### config.mk
export PLATFORM = sky130hd
export DESIGN_NAME = vector_display_list_processor_unit_flat
export DESIGN_NICKNAME = d
export VERILOG_FILES = /design/src/design/vdlp_pkg.sv /design/src/design/vdlp_in_if.sv /design/src/design/vdlp_out_if.sv /design/src/design/vdlp_front.sv /design/src/design/vdlp_queue.sv /design/src/design/vdlp_back.sv /design/src/design/vector_display_list_processor_unit.sv /design/src/flat_wrapper.sv
export SDC_FILE = /design/constraint.sdc
export NUM_CORES = 2
export LEC_CHECK = 0
export BUFFER_PORTS_ARGS = -buffer_cell sky130_fd_sc_hd__buf_2
export CAP_MARGIN = 20
export CORE_ASPECT_RATIO = 1.4
export CORE_UTILIZATION = 40
export CTS_BUF_LIST = sky130_fd_sc_hd__clkbuf_8
export CTS_CLUSTER_DIAMETER = 30
export DETAILED_ROUTE_END_ITERATION = 10
export PLACE_DENSITY_LB_ADDON = 0.08
export SLEW_MARGIN = 5
export SYNTH_ARGS = -nofsm -noshare
export SYNTH_HDL_FRONTEND = slang
export SYNTH_HIERARCHICAL = 1
export SYNTH_SLANG_ARGS = --single-unit
### constraint.sdc
create_clock -name clk_i -period 12.5 [get_ports clk_i]
set_input_delay 0.625 -clock clk_i [delete_from_list [all_inputs] [get_ports clk_i]]
set_output_delay 0.625 -clock clk_i [all_outputs]
set_load 0.03 [all_outputs]
### src/design/vdlp_pkg.sv
// Shared constants, types and state codes for the vector display list processor.
`default_nettype none
package vdlp_pkg;
  localparam int STACK_DEPTH = 8;
  localparam int SP_W        = $clog2(STACK_DEPTH + 1);
  localparam int SIDX_W      = $clog2(STACK_DEPTH);
  localparam int MAX_FETCH   = 32768;
  localparam int FC_W        = $clog2(MAX_FETCH + 2);

  localparam logic [15:0] FILL_LONG  = 16'h4000;
  localparam logic [15:0] FILL_SHORT = 16'h4080;
  localparam logic [31:0] BASE_VCTR  = 32'd64 + 32'h8000;
  localparam logic [31:0] BASE_SVEC  = 32'd48 + 32'h100;
  localparam logic [31:0] BASE_CNTR  = 32'd40 + 32'h8000;
  localparam logic [31:0] CYC_STAT   = 32'd56;
  localparam logic [31:0] CYC_JSRL   = 32'd40;
  localparam logic [31:0] CYC_RTSL   = 32'd32;
  localparam logic [31:0] CYC_JMPL   = 32'd24;
  localparam logic [31:0] CYC_HALT   = 32'd16;
  localparam logic [31:0] CYC_START  = 32'd8;
  localparam logic [4:0]  NORM_MAX   = 5'd16;

  typedef enum logic [2:0] {
    OP_VCTR = 3'd0, OP_HALT = 3'd1, OP_SVEC = 3'd2, OP_STAT = 3'd3,
    OP_CNTR = 3'd4, OP_JSRL = 3'd5, OP_RTSL = 3'd6, OP_JMPL = 3'd7
  } op_e;

  typedef enum logic [2:0] {
    STOP_RUN = 3'd0, STOP_HALT = 3'd1, STOP_JZERO = 3'd2, STOP_SOVER = 3'd3,
    STOP_SUNDER = 3'd4, STOP_BADFETCH = 3'd5, STOP_RUNAWAY = 3'd6
  } stop_e;

  typedef enum logic [2:0] {
    ST_IDLE, ST_NORM, ST_BIN, ST_MUL, ST_ADD, ST_DONE
  } st_e;

  typedef struct packed {
    logic        is_start;
    logic [12:0] start_addr;
    logic [15:0] word;
    op_e         op;
  } cmd_t;
endpackage
`default_nettype wire

### src/design/vdlp_in_if.sv
// Input channel: start or fetched-word transfers.
`default_nettype none
interface vdlp_in_if;
  logic        valid;
  logic        ready;
  logic        action;
  logic [12:0] start_addr;
  logic [15:0] word;
  modport source (output valid, action, start_addr, word, input ready);
  modport sink (input valid, action, start_addr, word, output ready);
endinterface
`default_nettype wire

### src/design/vdlp_out_if.sv
// Output channel: one result transfer per input item.
`default_nettype none
interface vdlp_out_if;
  logic               valid;
  logic               ready;
  logic        [12:0] fetch_addr;
  logic               seg_valid;
  logic signed [31:0] seg_x0;
  logic signed [31:0] seg_y0;
  logic signed [31:0] seg_x1;
  logic signed [31:0] seg_y1;
  logic        [2:0]  seg_color;
  logic        [3:0]  seg_lum;
  logic        [2:0]  stop_reason;
  logic        [15:0] words_walked;
  logic        [31:0] frame_cycles;
  logic               rom_warn;
  modport source (output valid, fetch_addr, seg_valid, seg_x0, seg_y0, seg_x1, seg_y1,
                  seg_color, seg_lum, stop_reason, words_walked, frame_cycles, rom_warn,
                  input ready);
  modport sink (input valid, fetch_addr, seg_valid, seg_x0, seg_y0, seg_x1, seg_y1,
                seg_color, seg_lum, stop_reason, words_walked, frame_cycles, rom_warn,
                output ready);
endinterface
`default_nettype wire

### src/design/vdlp_front.sv
// Front end: takes input transfers and classifies them into commands.
`default_nettype none
module vdlp_front
  import vdlp_pkg::*;
(
  vdlp_in_if.sink    in_i,
  input  wire logic  full_i,
  output cmd_t       cmd_o,
  output logic       push_o
);
  assign in_i.ready = !full_i;
  assign push_o     = in_i.valid && !full_i;

  always_comb begin
    cmd_o.is_start   = !in_i.action;
    cmd_o.start_addr = in_i.start_addr;
    cmd_o.word       = in_i.word;
    cmd_o.op         = op_e'(in_i.word[15:13]);
  end
endmodule
`default_nettype wire

### src/design/vdlp_queue.sv
// Two-entry command queue between front and back.
`default_nettype none
module vdlp_queue
  import vdlp_pkg::*;
(
  input  wire logic clk_i,
  input  wire logic rst_ni,
  input  wire logic push_i,
  input  wire cmd_t cmd_i,
  output logic      full_o,
  input  wire logic pop_i,
  output cmd_t      cmd_o,
  output logic      empty_o
);
  cmd_t       mem_q [2];
  logic       wr_q, rd_q;
  logic [1:0] cnt_q;

  assign full_o  = (cnt_q == 2'd2);
  assign empty_o = (cnt_q == 2'd0);
  assign cmd_o   = mem_q[rd_q];

  always_ff @(posedge clk_i) begin
    if (push_i) mem_q[wr_q] <= cmd_i;
  end

  always_ff @(posedge clk_i or negedge rst_ni) begin
    if (!rst_ni) begin
      wr_q  <= 1'b0;
      rd_q  <= 1'b0;
      cnt_q <= 2'd0;
    end else begin
      if (push_i) wr_q <= !wr_q;
      if (pop_i)  rd_q <= !rd_q;
      cnt_q <= cnt_q + {1'b0, push_i} - {1'b0, pop_i};
    end
  end
endmodule
`default_nettype wire

### src/design/vdlp_back.sv
// Back end: executes commands, times vectors, moves the beam, registers results.
`default_nettype none
module vdlp_back
  import vdlp_pkg::*;
(
  input  wire logic  clk_i,
  input  wire logic  rst_ni,
  input  wire cmd_t  cmd_i,
  input  wire logic  cmd_valid_i,
  output logic       cmd_pop_o,
  vdlp_out_if.source out_o
);
  st_e state_q, state_d;

  logic [12:0]        pc_q;
  logic [12:0]        stack_q [STACK_DEPTH];
  logic [SP_W-1:0]    sp_q;
  logic signed [31:0] bx_q, by_q, x0_q, y0_q;
  logic [7:0]         ls_q;
  logic [2:0]         bs_q, col_q;
  logic [3:0]         si_q, lum_q;
  logic [15:0]        pend_q;
  logic               swd_q, run_q, rom_q, seg_q, chk_run_q, chk_fetch_q;
  logic [FC_W-1:0]    fc_q;
  logic [31:0]        cc_q, base_q;
  logic [2:0]         stop_q, z_q, nbin_q;
  logic [12:0]        ny_q, nx_q;
  logic signed [12:0] dx_q, dy_q;
  logic [4:0]         ncnt_q;
  logic [15:0]        t_q;
  logic               short_q;
  logic signed [28:0] px_q, py_q;

  logic [12:0]        pc_inc;
  logic [12:0]        w_addr;
  logic [15:0]        fill, t_sh;
  logic               norm_end;
  logic [14:0]        mulf;
  logic signed [33:0] sum_x, sum_y;
  logic               out_free;
  logic               ni_halt6, ni_halt5, ni_rom;

  assign pc_inc   = pc_q + 13'd1;
  assign w_addr   = cmd_i.word[12:0];
  assign fill     = short_q ? FILL_SHORT : FILL_LONG;
  assign t_sh     = (t_q >> 1) | fill;
  assign norm_end = (ny_q[12] != ny_q[11]) || (nx_q[12] != nx_q[11]) || (ncnt_q == NORM_MAX);
  assign mulf     = {7'd0, ls_q} << (3'd7 - bs_q);
  assign sum_x    = {{2{bx_q[31]}}, bx_q} + {{5{px_q[28]}}, px_q};
  assign sum_y    = {{2{by_q[31]}}, by_q} + {{5{py_q[28]}}, py_q};
  assign out_free = !out_o.valid || out_o.ready;
  assign cmd_pop_o = (state_q == ST_IDLE) && cmd_valid_i;

  // next-instruction checks, applied when the item finishes
  assign ni_halt6 = run_q && chk_run_q && (fc_q >= FC_W'(MAX_FETCH));
  assign ni_halt5 = run_q && chk_fetch_q && !ni_halt6 && pc_q[12];
  assign ni_rom   = run_q && chk_fetch_q && !ni_halt6 && !pc_q[12] && (pc_q[11:10] == 2'b01);

  function automatic logic signed [31:0] sat32(input logic signed [33:0] v);
    if (v[33:31] == 3'b000 || v[33:31] == 3'b111) return v[31:0];
    return v[33] ? 32'sh8000_0000 : 32'sh7FFF_FFFF;
  endfunction

  always_comb begin
    state_d = state_q;
    case (state_q)
      ST_IDLE: begin
        if (cmd_valid_i) begin
          if (!cmd_i.is_start && run_q && (swd_q || cmd_i.op == OP_SVEC ||
              cmd_i.op == OP_CNTR)) state_d = ST_NORM;
          else state_d = ST_DONE;
        end
      end
      ST_NORM: if (norm_end) state_d = ST_BIN;
      ST_BIN:  if (nbin_q == 3'd0) state_d = seg_q ? ST_MUL : ST_DONE;
      ST_MUL:  state_d = ST_ADD;
      ST_ADD:  state_d = ST_DONE;
      ST_DONE: if (out_free) state_d = ST_IDLE;
      default: state_d = ST_IDLE;
    endcase
  end

  always_ff @(posedge clk_i) begin
    if (state_q == ST_IDLE && cmd_valid_i && !cmd_i.is_start && run_q && !swd_q &&
        cmd_i.op == OP_JSRL && w_addr != 13'd0 && sp_q < SP_W'(STACK_DEPTH - 1))
      stack_q[sp_q[SIDX_W-1:0]] <= pc_inc;
  end

  always_ff @(posedge clk_i) begin
    if (state_q == ST_MUL) begin
      px_q <= dx_q * $signed({1'b0, mulf});
      py_q <= dy_q * $signed({1'b0, mulf});
    end
  end

  always_ff @(posedge clk_i or negedge rst_ni) begin
    if (!rst_ni) begin
      state_q <= ST_IDLE;
      pc_q <= '0; sp_q <= '0; bx_q <= '0; by_q <= '0; x0_q <= '0; y0_q <= '0;
      ls_q <= '0; bs_q <= '0; col_q <= '0; si_q <= '0; lum_q <= '0; pend_q <= '0;
      swd_q <= 1'b0; run_q <= 1'b0; rom_q <= 1'b0; seg_q <= 1'b0;
      chk_run_q <= 1'b0; chk_fetch_q <= 1'b0;
      fc_q <= '0; cc_q <= '0; base_q <= '0; stop_q <= STOP_RUN; z_q <= '0; nbin_q <= '0;
      ny_q <= '0; nx_q <= '0; dx_q <= '0; dy_q <= '0; ncnt_q <= '0; t_q <= '0;
      short_q <= 1'b0;
      out_o.valid <= 1'b0;
      out_o.fetch_addr <= '0; out_o.seg_valid <= 1'b0;
      out_o.seg_x0 <= '0; out_o.seg_y0 <= '0; out_o.seg_x1 <= '0; out_o.seg_y1 <= '0;
      out_o.seg_color <= '0; out_o.seg_lum <= '0; out_o.stop_reason <= '0;
      out_o.words_walked <= '0; out_o.frame_cycles <= '0; out_o.rom_warn <= 1'b0;
    end else begin
      state_q <= state_d;
      if (state_q == ST_DONE && out_free) out_o.valid <= 1'b1;
      else if (out_o.ready) out_o.valid <= 1'b0;
      case (state_q)
        ST_IDLE: if (cmd_valid_i) begin
          seg_q <= 1'b0; chk_run_q <= 1'b0; chk_fetch_q <= 1'b0;
          ncnt_q <= '0; t_q <= '0;
          if (cmd_i.is_start) begin
            pc_q <= cmd_i.start_addr; sp_q <= '0; bx_q <= '0; by_q <= '0;
            ls_q <= '0; bs_q <= '0; si_q <= '0; col_q <= '0; pend_q <= '0;
            swd_q <= 1'b0; fc_q <= '0; cc_q <= CYC_START; rom_q <= 1'b0;
            stop_q <= STOP_RUN; run_q <= 1'b1; chk_run_q <= 1'b1; chk_fetch_q <= 1'b1;
          end else if (run_q) begin
            pc_q <= pc_inc;
            fc_q <= fc_q + FC_W'(1);
            if (swd_q) begin
              swd_q <= 1'b0;
              ny_q <= pend_q[12:0]; nx_q <= w_addr;
              dy_q <= $signed(pend_q[12:0]); dx_q <= $signed(w_addr);
              z_q <= cmd_i.word[15:13]; short_q <= 1'b0; base_q <= BASE_VCTR;
              nbin_q <= bs_q; seg_q <= 1'b1;
            end else begin
              case (cmd_i.op)
                OP_VCTR: begin
                  pend_q <= cmd_i.word; swd_q <= 1'b1; chk_fetch_q <= 1'b1;
                end
                OP_SVEC: begin
                  dx_q <= {{7{cmd_i.word[4]}}, cmd_i.word[4:0], 1'b0};
                  dy_q <= {{7{cmd_i.word[12]}}, cmd_i.word[12:8], 1'b0};
                  z_q <= cmd_i.word[7:5];
                  ny_q <= {cmd_i.word[12:8], 8'd0}; nx_q <= {cmd_i.word[4:0], 8'd0};
                  short_q <= 1'b1; base_q <= BASE_SVEC; nbin_q <= bs_q; seg_q <= 1'b1;
                end
                OP_STAT: begin
                  cc_q <= cc_q + CYC_STAT;
                  if (cmd_i.word[12]) begin
                    bs_q <= cmd_i.word[10:8]; ls_q <= ~cmd_i.word[7:0];
                  end else begin
                    si_q <= cmd_i.word[7:4]; col_q <= cmd_i.word[2:0];
                  end
                  chk_run_q <= 1'b1; chk_fetch_q <= 1'b1;
                end
                OP_CNTR: begin
                  ny_q <= {5'd0, cmd_i.word[7:0]}; nx_q <= '0;
                  short_q <= 1'b0; base_q <= BASE_CNTR; nbin_q <= '0;
                  bx_q <= '0; by_q <= '0; chk_run_q <= 1'b1; chk_fetch_q <= 1'b1;
                end
                OP_JSRL: begin
                  cc_q <= cc_q + CYC_JSRL;
                  if (w_addr == 13'd0) begin
                    run_q <= 1'b0; stop_q <= STOP_JZERO;
                  end else if (sp_q >= SP_W'(STACK_DEPTH - 1)) begin
                    run_q <= 1'b0; stop_q <= STOP_SOVER;
                  end else begin
                    sp_q <= sp_q + SP_W'(1); pc_q <= w_addr;
                    chk_run_q <= 1'b1; chk_fetch_q <= 1'b1;
                  end
                end
                OP_RTSL: begin
                  cc_q <= cc_q + CYC_RTSL;
                  if (sp_q == '0 || sp_q > SP_W'(STACK_DEPTH)) begin
                    run_q <= 1'b0; stop_q <= STOP_SUNDER;
                  end else begin
                    sp_q <= sp_q - SP_W'(1);
                    pc_q <= stack_q[SIDX_W'(sp_q - SP_W'(1))];
                    chk_run_q <= 1'b1; chk_fetch_q <= 1'b1;
                  end
                end
                OP_JMPL: begin
                  cc_q <= cc_q + CYC_JMPL;
                  if (w_addr == 13'd0) begin
                    run_q <= 1'b0; stop_q <= STOP_JZERO;
                  end else begin
                    pc_q <= w_addr; chk_run_q <= 1'b1; chk_fetch_q <= 1'b1;
                  end
                end
                default: begin
                  cc_q <= cc_q + CYC_HALT; run_q <= 1'b0; stop_q <= STOP_HALT;
                end
              endcase
            end
          end
        end
        ST_NORM: begin
          if (norm_end) begin
            if (short_q) t_q <= {8'd0, t_q[7:0]};
          end else begin
            ncnt_q <= ncnt_q + 5'd1;
            ny_q <= {ny_q[12], ny_q[10:0], 1'b0};
            nx_q <= {nx_q[12], nx_q[10:0], 1'b0};
            t_q <= t_sh;
          end
        end
        ST_BIN: begin
          if (nbin_q == 3'd0) begin
            cc_q <= cc_q + base_q - {16'd0, (short_q ? {8'd0, t_q[7:0]} : t_q)};
          end else begin
            nbin_q <= nbin_q - 3'd1;
            t_q <= t_sh;
          end
        end
        ST_ADD: begin
          x0_q <= bx_q; y0_q <= by_q;
          bx_q <= sat32(sum_x); by_q <= sat32(sum_y);
          lum_q <= (z_q == 3'd1) ? si_q : {z_q, 1'b0};
          chk_run_q <= 1'b1; chk_fetch_q <= 1'b1;
        end
        ST_DONE: if (out_free) begin
          if (ni_halt6) begin
            run_q <= 1'b0; stop_q <= STOP_RUNAWAY;
          end else if (ni_halt5) begin
            run_q <= 1'b0; stop_q <= STOP_BADFETCH;
          end
          if (ni_rom) rom_q <= 1'b1;
          out_o.fetch_addr   <= pc_q;
          out_o.seg_valid    <= seg_q;
          out_o.seg_x0       <= seg_q ? x0_q : '0;
          out_o.seg_y0       <= seg_q ? y0_q : '0;
          out_o.seg_x1       <= seg_q ? bx_q : '0;
          out_o.seg_y1       <= seg_q ? by_q : '0;
          out_o.seg_color    <= seg_q ? col_q : '0;
          out_o.seg_lum      <= seg_q ? lum_q : '0;
          out_o.stop_reason  <= ni_halt6 ? STOP_RUNAWAY : (ni_halt5 ? STOP_BADFETCH : stop_q);
          out_o.words_walked <= (fc_q > FC_W'(16'hFFFF)) ? 16'hFFFF : fc_q[15:0];
          out_o.frame_cycles <= cc_q;
          out_o.rom_warn     <= rom_q || ni_rom;
        end
        default: ;
      endcase
    end
  end

  a_sp_range: assert property (@(posedge clk_i) disable iff (!rst_ni)
    sp_q <= SP_W'(STACK_DEPTH - 1)) else $error("stack pointer out of range");
  a_norm_bound: assert property (@(posedge clk_i) disable iff (!rst_ni)
    ncnt_q <= NORM_MAX) else $error("normalizer overran");
  a_done_leaves: assert property (@(posedge clk_i) disable iff (!rst_ni)
    (state_q == ST_DONE && out_free) |=> (state_q == ST_IDLE && out_o.valid))
    else $error("result not issued");
  a_pop_idle: assert property (@(posedge clk_i) disable iff (!rst_ni)
    cmd_pop_o |=> state_q != ST_IDLE) else $error("command taken without work");
endmodule
`default_nettype wire

### src/design/vector_display_list_processor_unit.sv
// Top level of the vector display list processor: front, queue and back.
// Path: a start or non-drawing word runs queue, ST_IDLE, ST_DONE, output register; a CNTR adds
// ST_NORM (n shifts, 0..16) and ST_BIN; a vector word adds ST_NORM, ST_BIN (b shifts, b the
// binary scale), ST_MUL and ST_ADD; ST_DONE holds while the output is not free. One item at a
// time in the back unit, set by one-bit-per-cycle shifters; the queue takes items until full.
// Reset: asynchronous, clears all run state; return stack contents stay undefined.
`default_nettype none
module vector_display_list_processor_unit
  import vdlp_pkg::*;
(
  input  wire logic  clk_i,
  input  wire logic  rst_ni,
  vdlp_in_if.sink    in_i,
  vdlp_out_if.source out_o
);
  cmd_t cmd_push, cmd_head;
  logic push, full, pop, empty;

  // front decodes the opcode field of each transfer
  vdlp_front u_front (
    .in_i   (in_i),
    .full_i (full),
    .cmd_o  (cmd_push),
    .push_o (push)
  );

  // short queue so the input side does not wait on vector timing
  vdlp_queue u_queue (
    .clk_i   (clk_i),
    .rst_ni  (rst_ni),
    .push_i  (push),
    .cmd_i   (cmd_push),
    .full_o  (full),
    .pop_i   (pop),
    .cmd_o   (cmd_head),
    .empty_o (empty)
  );

  // back runs the list state, draw timer and beam arithmetic
  vdlp_back u_back (
    .clk_i       (clk_i),
    .rst_ni      (rst_ni),
    .cmd_i       (cmd_head),
    .cmd_valid_i (!empty),
    .cmd_pop_o   (pop),
    .out_o       (out_o)
  );
endmodule
`default_nettype wire
### src/flat_wrapper.sv
// flat-port wrapper written by rule: the top's interface ports become plain ports
module vector_display_list_processor_unit_flat import vdlp_pkg::*;
  (clk_i, rst_ni, in_i_valid, in_i_action, in_i_start_addr, in_i_word, in_i_ready, out_o_valid, out_o_fetch_addr, out_o_seg_valid, out_o_seg_x0, out_o_seg_y0, out_o_seg_x1, out_o_seg_y1, out_o_seg_color, out_o_seg_lum, out_o_stop_reason, out_o_words_walked, out_o_frame_cycles, out_o_rom_warn, out_o_ready);
  vdlp_in_if in_i_i ();
  vdlp_out_if out_o_i ();
  input  wire logic clk_i;
  input  wire logic rst_ni;
  input wire logic [$bits(in_i_i.valid)-1:0] in_i_valid;
  input wire logic [$bits(in_i_i.action)-1:0] in_i_action;
  input wire logic [$bits(in_i_i.start_addr)-1:0] in_i_start_addr;
  input wire logic [$bits(in_i_i.word)-1:0] in_i_word;
  output wire logic [$bits(in_i_i.ready)-1:0] in_i_ready;
  output wire logic [$bits(out_o_i.valid)-1:0] out_o_valid;
  output wire logic [$bits(out_o_i.fetch_addr)-1:0] out_o_fetch_addr;
  output wire logic [$bits(out_o_i.seg_valid)-1:0] out_o_seg_valid;
  output wire logic [$bits(out_o_i.seg_x0)-1:0] out_o_seg_x0;
  output wire logic [$bits(out_o_i.seg_y0)-1:0] out_o_seg_y0;
  output wire logic [$bits(out_o_i.seg_x1)-1:0] out_o_seg_x1;
  output wire logic [$bits(out_o_i.seg_y1)-1:0] out_o_seg_y1;
  output wire logic [$bits(out_o_i.seg_color)-1:0] out_o_seg_color;
  output wire logic [$bits(out_o_i.seg_lum)-1:0] out_o_seg_lum;
  output wire logic [$bits(out_o_i.stop_reason)-1:0] out_o_stop_reason;
  output wire logic [$bits(out_o_i.words_walked)-1:0] out_o_words_walked;
  output wire logic [$bits(out_o_i.frame_cycles)-1:0] out_o_frame_cycles;
  output wire logic [$bits(out_o_i.rom_warn)-1:0] out_o_rom_warn;
  input wire logic [$bits(out_o_i.ready)-1:0] out_o_ready;
  assign in_i_i.valid = in_i_valid;
  assign in_i_i.action = in_i_action;
  assign in_i_i.start_addr = in_i_start_addr;
  assign in_i_i.word = in_i_word;
  assign in_i_ready = in_i_i.ready;
  assign out_o_valid = out_o_i.valid;
  assign out_o_fetch_addr = out_o_i.fetch_addr;
  assign out_o_seg_valid = out_o_i.seg_valid;
  assign out_o_seg_x0 = out_o_i.seg_x0;
  assign out_o_seg_y0 = out_o_i.seg_y0;
  assign out_o_seg_x1 = out_o_i.seg_x1;
  assign out_o_seg_y1 = out_o_i.seg_y1;
  assign out_o_seg_color = out_o_i.seg_color;
  assign out_o_seg_lum = out_o_i.seg_lum;
  assign out_o_stop_reason = out_o_i.stop_reason;
  assign out_o_words_walked = out_o_i.words_walked;
  assign out_o_frame_cycles = out_o_i.frame_cycles;
  assign out_o_rom_warn = out_o_i.rom_warn;
  assign out_o_i.ready = out_o_ready;
  vector_display_list_processor_unit u_core (.clk_i(clk_i), .rst_ni(rst_ni), .in_i(in_i_i), .out_o(out_o_i));
endmodule
==> results.txt <==
- The hold violation count in the final report is 0.
- Startpoint of the most critical register-to-register path: u_core/u_back/bs_q[0]
* Worst min-delay path category: in2reg
* CTS Root Cell: sky130_fd_sc_hd__clkbuf_8
* Main area contributors after synthesis: sky130_fd_sc_hd__dfrtp_1 26%, sky130_fd_sc_hd__edfxtp_1 13%, sky130_fd_sc_hd__fa_1 12%
- Before antenna repair, the detailed router went through 6 iterations.
- Summed over all instances, the cell type with the most area after synthesis is sky130_fd_sc_hd__dfrtp_1.
- Entering global routing, the biggest net connects 222 pins.
* Die X: 303 um
- The number of antenna violations at the first check in global routing is 1.
- Total overflow reported by the global router: 0
* Most Frequent Cell on Critical Path: sky130_fd_sc_hd__fa_1
- Post-route core utilization: 45.6%
- The final layout contains between 6000 and 7000 nets.
* Relative area change from synthesis to final layout: 12.8%
- The critical path contains buffers and inverters numbering 3 combined.
- For the finished layout, the period the worst path requires is around 8.3 ns.
- Total power: 0.0131 W
* Skew-Pair Late Insertion Delay: 0.92 ns
* Kind of cell adding the most delay to the critical path: adder cells
* Areal power density over the cells: 228 nW/um2
* Run status: complete, no violations
- Along the worst hold path, the cell count comes to 4.
- When the netlist entered floorplanning its net count stood at 5931.
* Async S/R FF share, synth: between 60% and 70%
* Critical path's largest stage delay: 0.75 ns
- Drt initial violations: approximately 2100
- By startpoint and endpoint, the worst setup path is classified as reg2reg.
* Tightest Pin Transition: between 1 and 1.5 ns
- Hold worst-path end: u_core/u_queue/wr_q
* Initial core utilization: 40.4%
* Worst hold start: in_i_valid
- Worst supply voltage drop on vdd: 164 uV
- After clock tree synthesis, the clock-pin slew on the worst setup and hold paths is 0.06 ns.
* Clock tree from TritonCTS: done
- Cell with the largest stage delay on the worst path: sky130_fd_sc_hd__o21ai_1
* Ratio of cells with drive above 1 in the final layout: 12.8%
* Setup TNS: 0 ns
* Post-synth design cell area: between 50000 and 60000 um2
- Area used by sequential logic in the layout: 20100 um2
- Number of max-capacitance violations reported: 0
- Via/cell ratio: 5.22
- Headroom to the max-slew limit: 26.1%
* Filler cell count: 12300
* Residual antenna-violating net count after detailed routing: 0
* Placeable core region: roughly 130000 um2
* Total of buffers placed on input and output ports: about 240
* Worst Setup SP: u_core/u_back/bs_q[0]
- In this run the static leakage power is 27.2 nW.
* Count of placed standard cells in the final layout, fillers left out: 7218
- Yosys printed 6 warnings.
* Detailed placer's ending HPWL: 103 mm
- Cells resized by post-CTS repair: 0
- The H-tree generated during clock tree synthesis spans 4 levels.
* Global-route total usage across every layer: 22.6%
* Number of vias in the routed layout: ~38000
* Layout Skew: 0.0572 ns
- Longest Clk Path Bufs: 3
- Critical Path Fanout Max: 26
- Arrival time worst endpoint: 8.88 ns
- Number of instances in the synthesized netlist: 5266
* R2R depth: 25
* WL final: between 100 and 150 mm
- The via count of the first global-routing pass came to 39200.
* Per-cell routed wire length: approximately 20 um
- Crit. End Element: register
- The tree built by TritonCTS fans out to around 760 sinks.
* Data required, critical path: roughly 13 ns
- Summing all multi-input logic gate instances after layout gives 27900 um2.
* Highest achievable clock rate: 121 MHz
- Kind of start point of the critical path: register
- Unrepaired setup endpoints after global routing: false
- The floorplan has 154 rows.
- Count of different cell masters after synthesis: 94
- Number of flip-flops in the largest register: 104
- Area post-placement: 53300 um2
- Global-route wire length before repair: 224 mm
- The synthesized design contains ~760 register bits.
* Final worst-path cycle share: 66.2%
- 237 I/O pins were placed.
- In this run the mean area of a mapped cell was just under 10 um2.
* Die span in y: between 400 and 500 um
- Placed Cells: between 6000 and 7000
- Setup violations remaining at the end of the flow were counted as 0.
- Count of flip-flops with a built-in enable after synthesis: 228
* Minimum setup slack among reg-to-reg paths: 4.23 ns
- Detailed-route DRC error count: 0
- Yosys top cell area share: 26.1%
* Number of buffers inserted during clock tree synthesis: 160
- Sequential share of the synthesized area: around 40%
- Fin. max-slew vios: 0
- The most used flip-flop cell after synthesis is sky130_fd_sc_hd__dfrtp_1.
* Global placement routability congestion: 0.868
- Worst R2R End: u_core/u_back/px_q[28]
* Final non-filler cell area: 57300 um2
* Floorplan die area: 128000 um2
==> worst reg2reg max path: stages (launching register included) <==
cell	delay, ns
sky130_fd_sc_hd__dfrtp_1	0.64
sky130_fd_sc_hd__nand2_1	0.15
sky130_fd_sc_hd__o21ai_1	0.75
sky130_fd_sc_hd__inv_1	0.24
sky130_fd_sc_hd__mux2i_4	0.18
sky130_fd_sc_hd__buf_4	0.39
sky130_fd_sc_hd__nand2_1	0.15
sky130_fd_sc_hd__fa_1	0.56
sky130_fd_sc_hd__inv_1	0.05
sky130_fd_sc_hd__fa_1	0.51
sky130_fd_sc_hd__fa_1	0.44
sky130_fd_sc_hd__fa_1	0.51
sky130_fd_sc_hd__fa_1	0.52
sky130_fd_sc_hd__fa_1	0.42
sky130_fd_sc_hd__ha_1	0.34
sky130_fd_sc_hd__a21o_1	0.18
sky130_fd_sc_hd__a21o_1	0.16
sky130_fd_sc_hd__a21oi_1	0.27
sky130_fd_sc_hd__o31ai_1	0.19
sky130_fd_sc_hd__a41o_1	0.27
sky130_fd_sc_hd__a21o_1	0.21
sky130_fd_sc_hd__a21boi_1	0.22
sky130_fd_sc_hd__o21ai_0	0.17
sky130_fd_sc_hd__a21o_1	0.20
sky130_fd_sc_hd__a21oi_1	0.16
sky130_fd_sc_hd__xnor2_1	0.08
==> power by group <==
part | leakage [nW] | internal [W] | total (W) | switching, W
Sequential | 9.19 | 0.00324 | 0.00395 | 0.000711
Combinational | 16.1 | 0.00220 | 0.00611 | 0.00391
Clock | 1.92 | 0.00177 | 0.00303 | 0.00126
==> cells in the mapped netlist, drive strengths merged, types with 6 or more instances <==
library cell and instances:
o21a 16, a211oi 19, a31oi 22, o21ai 480
nand2 1073, mux2 75, mux2i 35, xor2 70
o22ai 28, a21boi 9, or2 8, dfrtp 530
nor4 10, o211ai 7, a21o 62, o31ai 12
a211o 6, a221o 6, mux4 26, o21bai 15
and3 69, and2 143, o221ai 14, inv 406
xnor2 96, a21oi 248, a221oi 13, nor3 31
nor2b 50, a22oi 24, nor2 264, nand3b 6
ha 336, a22o 32, nand4 22, clkbuf 235
fa 295, nand2b 42, edfxtp 228, buf 68
or3 16, nand3 46, a32oi 6
==> layout make-up <==
| cell class | instances | area share [%] |
|---|---|---|
| repair buffers | 326 | 3.44 |
| clock inverters | 111 | 2.15 |
| clock buffers | 179 | 4.30 |
| diodes | 1 | 0.00437 |
| multi-input cells | 3794 | 48.7 |
| inverters | 411 | 2.69 |
| well taps | 1638 | 3.58 |
| flip-flops and latches | 758 | 35.1 |
==> what timing repair did <==
action,4_1_cts,5_1_grt
buffers inserted,0,0
setup endpoints to repair,0,0
endpoints found under the hold margin,168,0
hold buffers,31,0
==> through the flow <==
step | worst slack, ns | hold WS (ns)
6_report | 4.23 | 0.194
3_3_place_gp | 4.52 | 0.456
4_1_cts | 4.23 | 0.0869
5_1_grt | 3.88 | 0.167
3_5_place_dp | 4.29 | 0.460
2_1_floorplan | 5.15 | 0.329
==> cell usage in the layout (no fill, tap or decap), types with 26 or more instances in the layout <==
cell type	netlist	final
sky130_fd_sc_hd__a21o_1	62	62
sky130_fd_sc_hd__a21oi_1	244	244
sky130_fd_sc_hd__a22o_1	32	32
sky130_fd_sc_hd__and2_1	142	142
sky130_fd_sc_hd__and3_1	69	68
sky130_fd_sc_hd__buf_2	8	235
sky130_fd_sc_hd__buf_4	34	57
sky130_fd_sc_hd__clkbuf_8	0	179
sky130_fd_sc_hd__dfrtp_1	530	526
sky130_fd_sc_hd__dlygate4sd3_1	0	31
sky130_fd_sc_hd__edfxtp_1	228	228
sky130_fd_sc_hd__fa_1	295	295
sky130_fd_sc_hd__ha_1	336	336
sky130_fd_sc_hd__inv_1	406	427
sky130_fd_sc_hd__mux2_2	46	46
sky130_fd_sc_hd__mux2_4	29	29
sky130_fd_sc_hd__mux2i_1	35	34
sky130_fd_sc_hd__mux4_2	26	26
sky130_fd_sc_hd__nand2_1	1073	1072
sky130_fd_sc_hd__nand2b_1	42	42
sky130_fd_sc_hd__nand3_1	46	45
sky130_fd_sc_hd__nor2_1	263	256
sky130_fd_sc_hd__nor2b_1	50	49
sky130_fd_sc_hd__o21ai_0	429	426
sky130_fd_sc_hd__o21ai_1	48	47
sky130_fd_sc_hd__o22ai_1	28	28
sky130_fd_sc_hd__xnor2_1	95	93
sky130_fd_sc_hd__xor2_1	70	69
==> cells by family (layout without fill, tap and decap cells) <==
| logic type | after synthesis | count (layout) | share of synthesized area [%] |
|---|---|---|---|
| XOR/XNOR | 167 | 167 | 2.92 |
| flip-flops | 758 | 758 | 39.6 |
| adder cells (fa/ha/maj) | 631 | 631 | 19.9 |
| AND/OR/NAND/NOR | 1794 | 1794 | 15.4 |
| multiplexers | 136 | 136 | 3.72 |
| other | 0 | 1 | 0 |
| AO/OA/AOI/OAI | 1066 | 1066 | 12.7 |
| buffers and inverters | 714 | 1027 | 5.75 |
==> metal layers <==
| layer | vias up | part of all wire [%] | track usage [%] |
|---|---|---|---|
| met3 | 286 | 3.4 | 2.93 |
| li1 | 18100 | - | - |
| met2 | 798 | 53 | 41.6 |
| met1 | 18500 | 40 | 25.8 |
| met5 | - | 0 | 0 |
| met4 | 0 | 3.8 | 9.67 |
==> worst max-delay path by stage <==
| stage | cells after the start | end | slack, ns |
|---|---|---|---|
| after floorplan | 26 | u_core/u_back/px_q[28] | 5.15 |
| after global placement | 27 | u_core/u_back/px_q[28] | 4.52 |
| after detailed placement | 25 | u_core/u_back/px_q[28] | 4.29 |
| after CTS | 25 | u_core/u_back/px_q[28] | 4.23 |
| after global routing | 25 | u_core/u_back/px_q[28] | 3.88 |
| final | 25 | u_core/u_back/px_q[28] | 4.23 |
(Power assumes the default switching activity.)
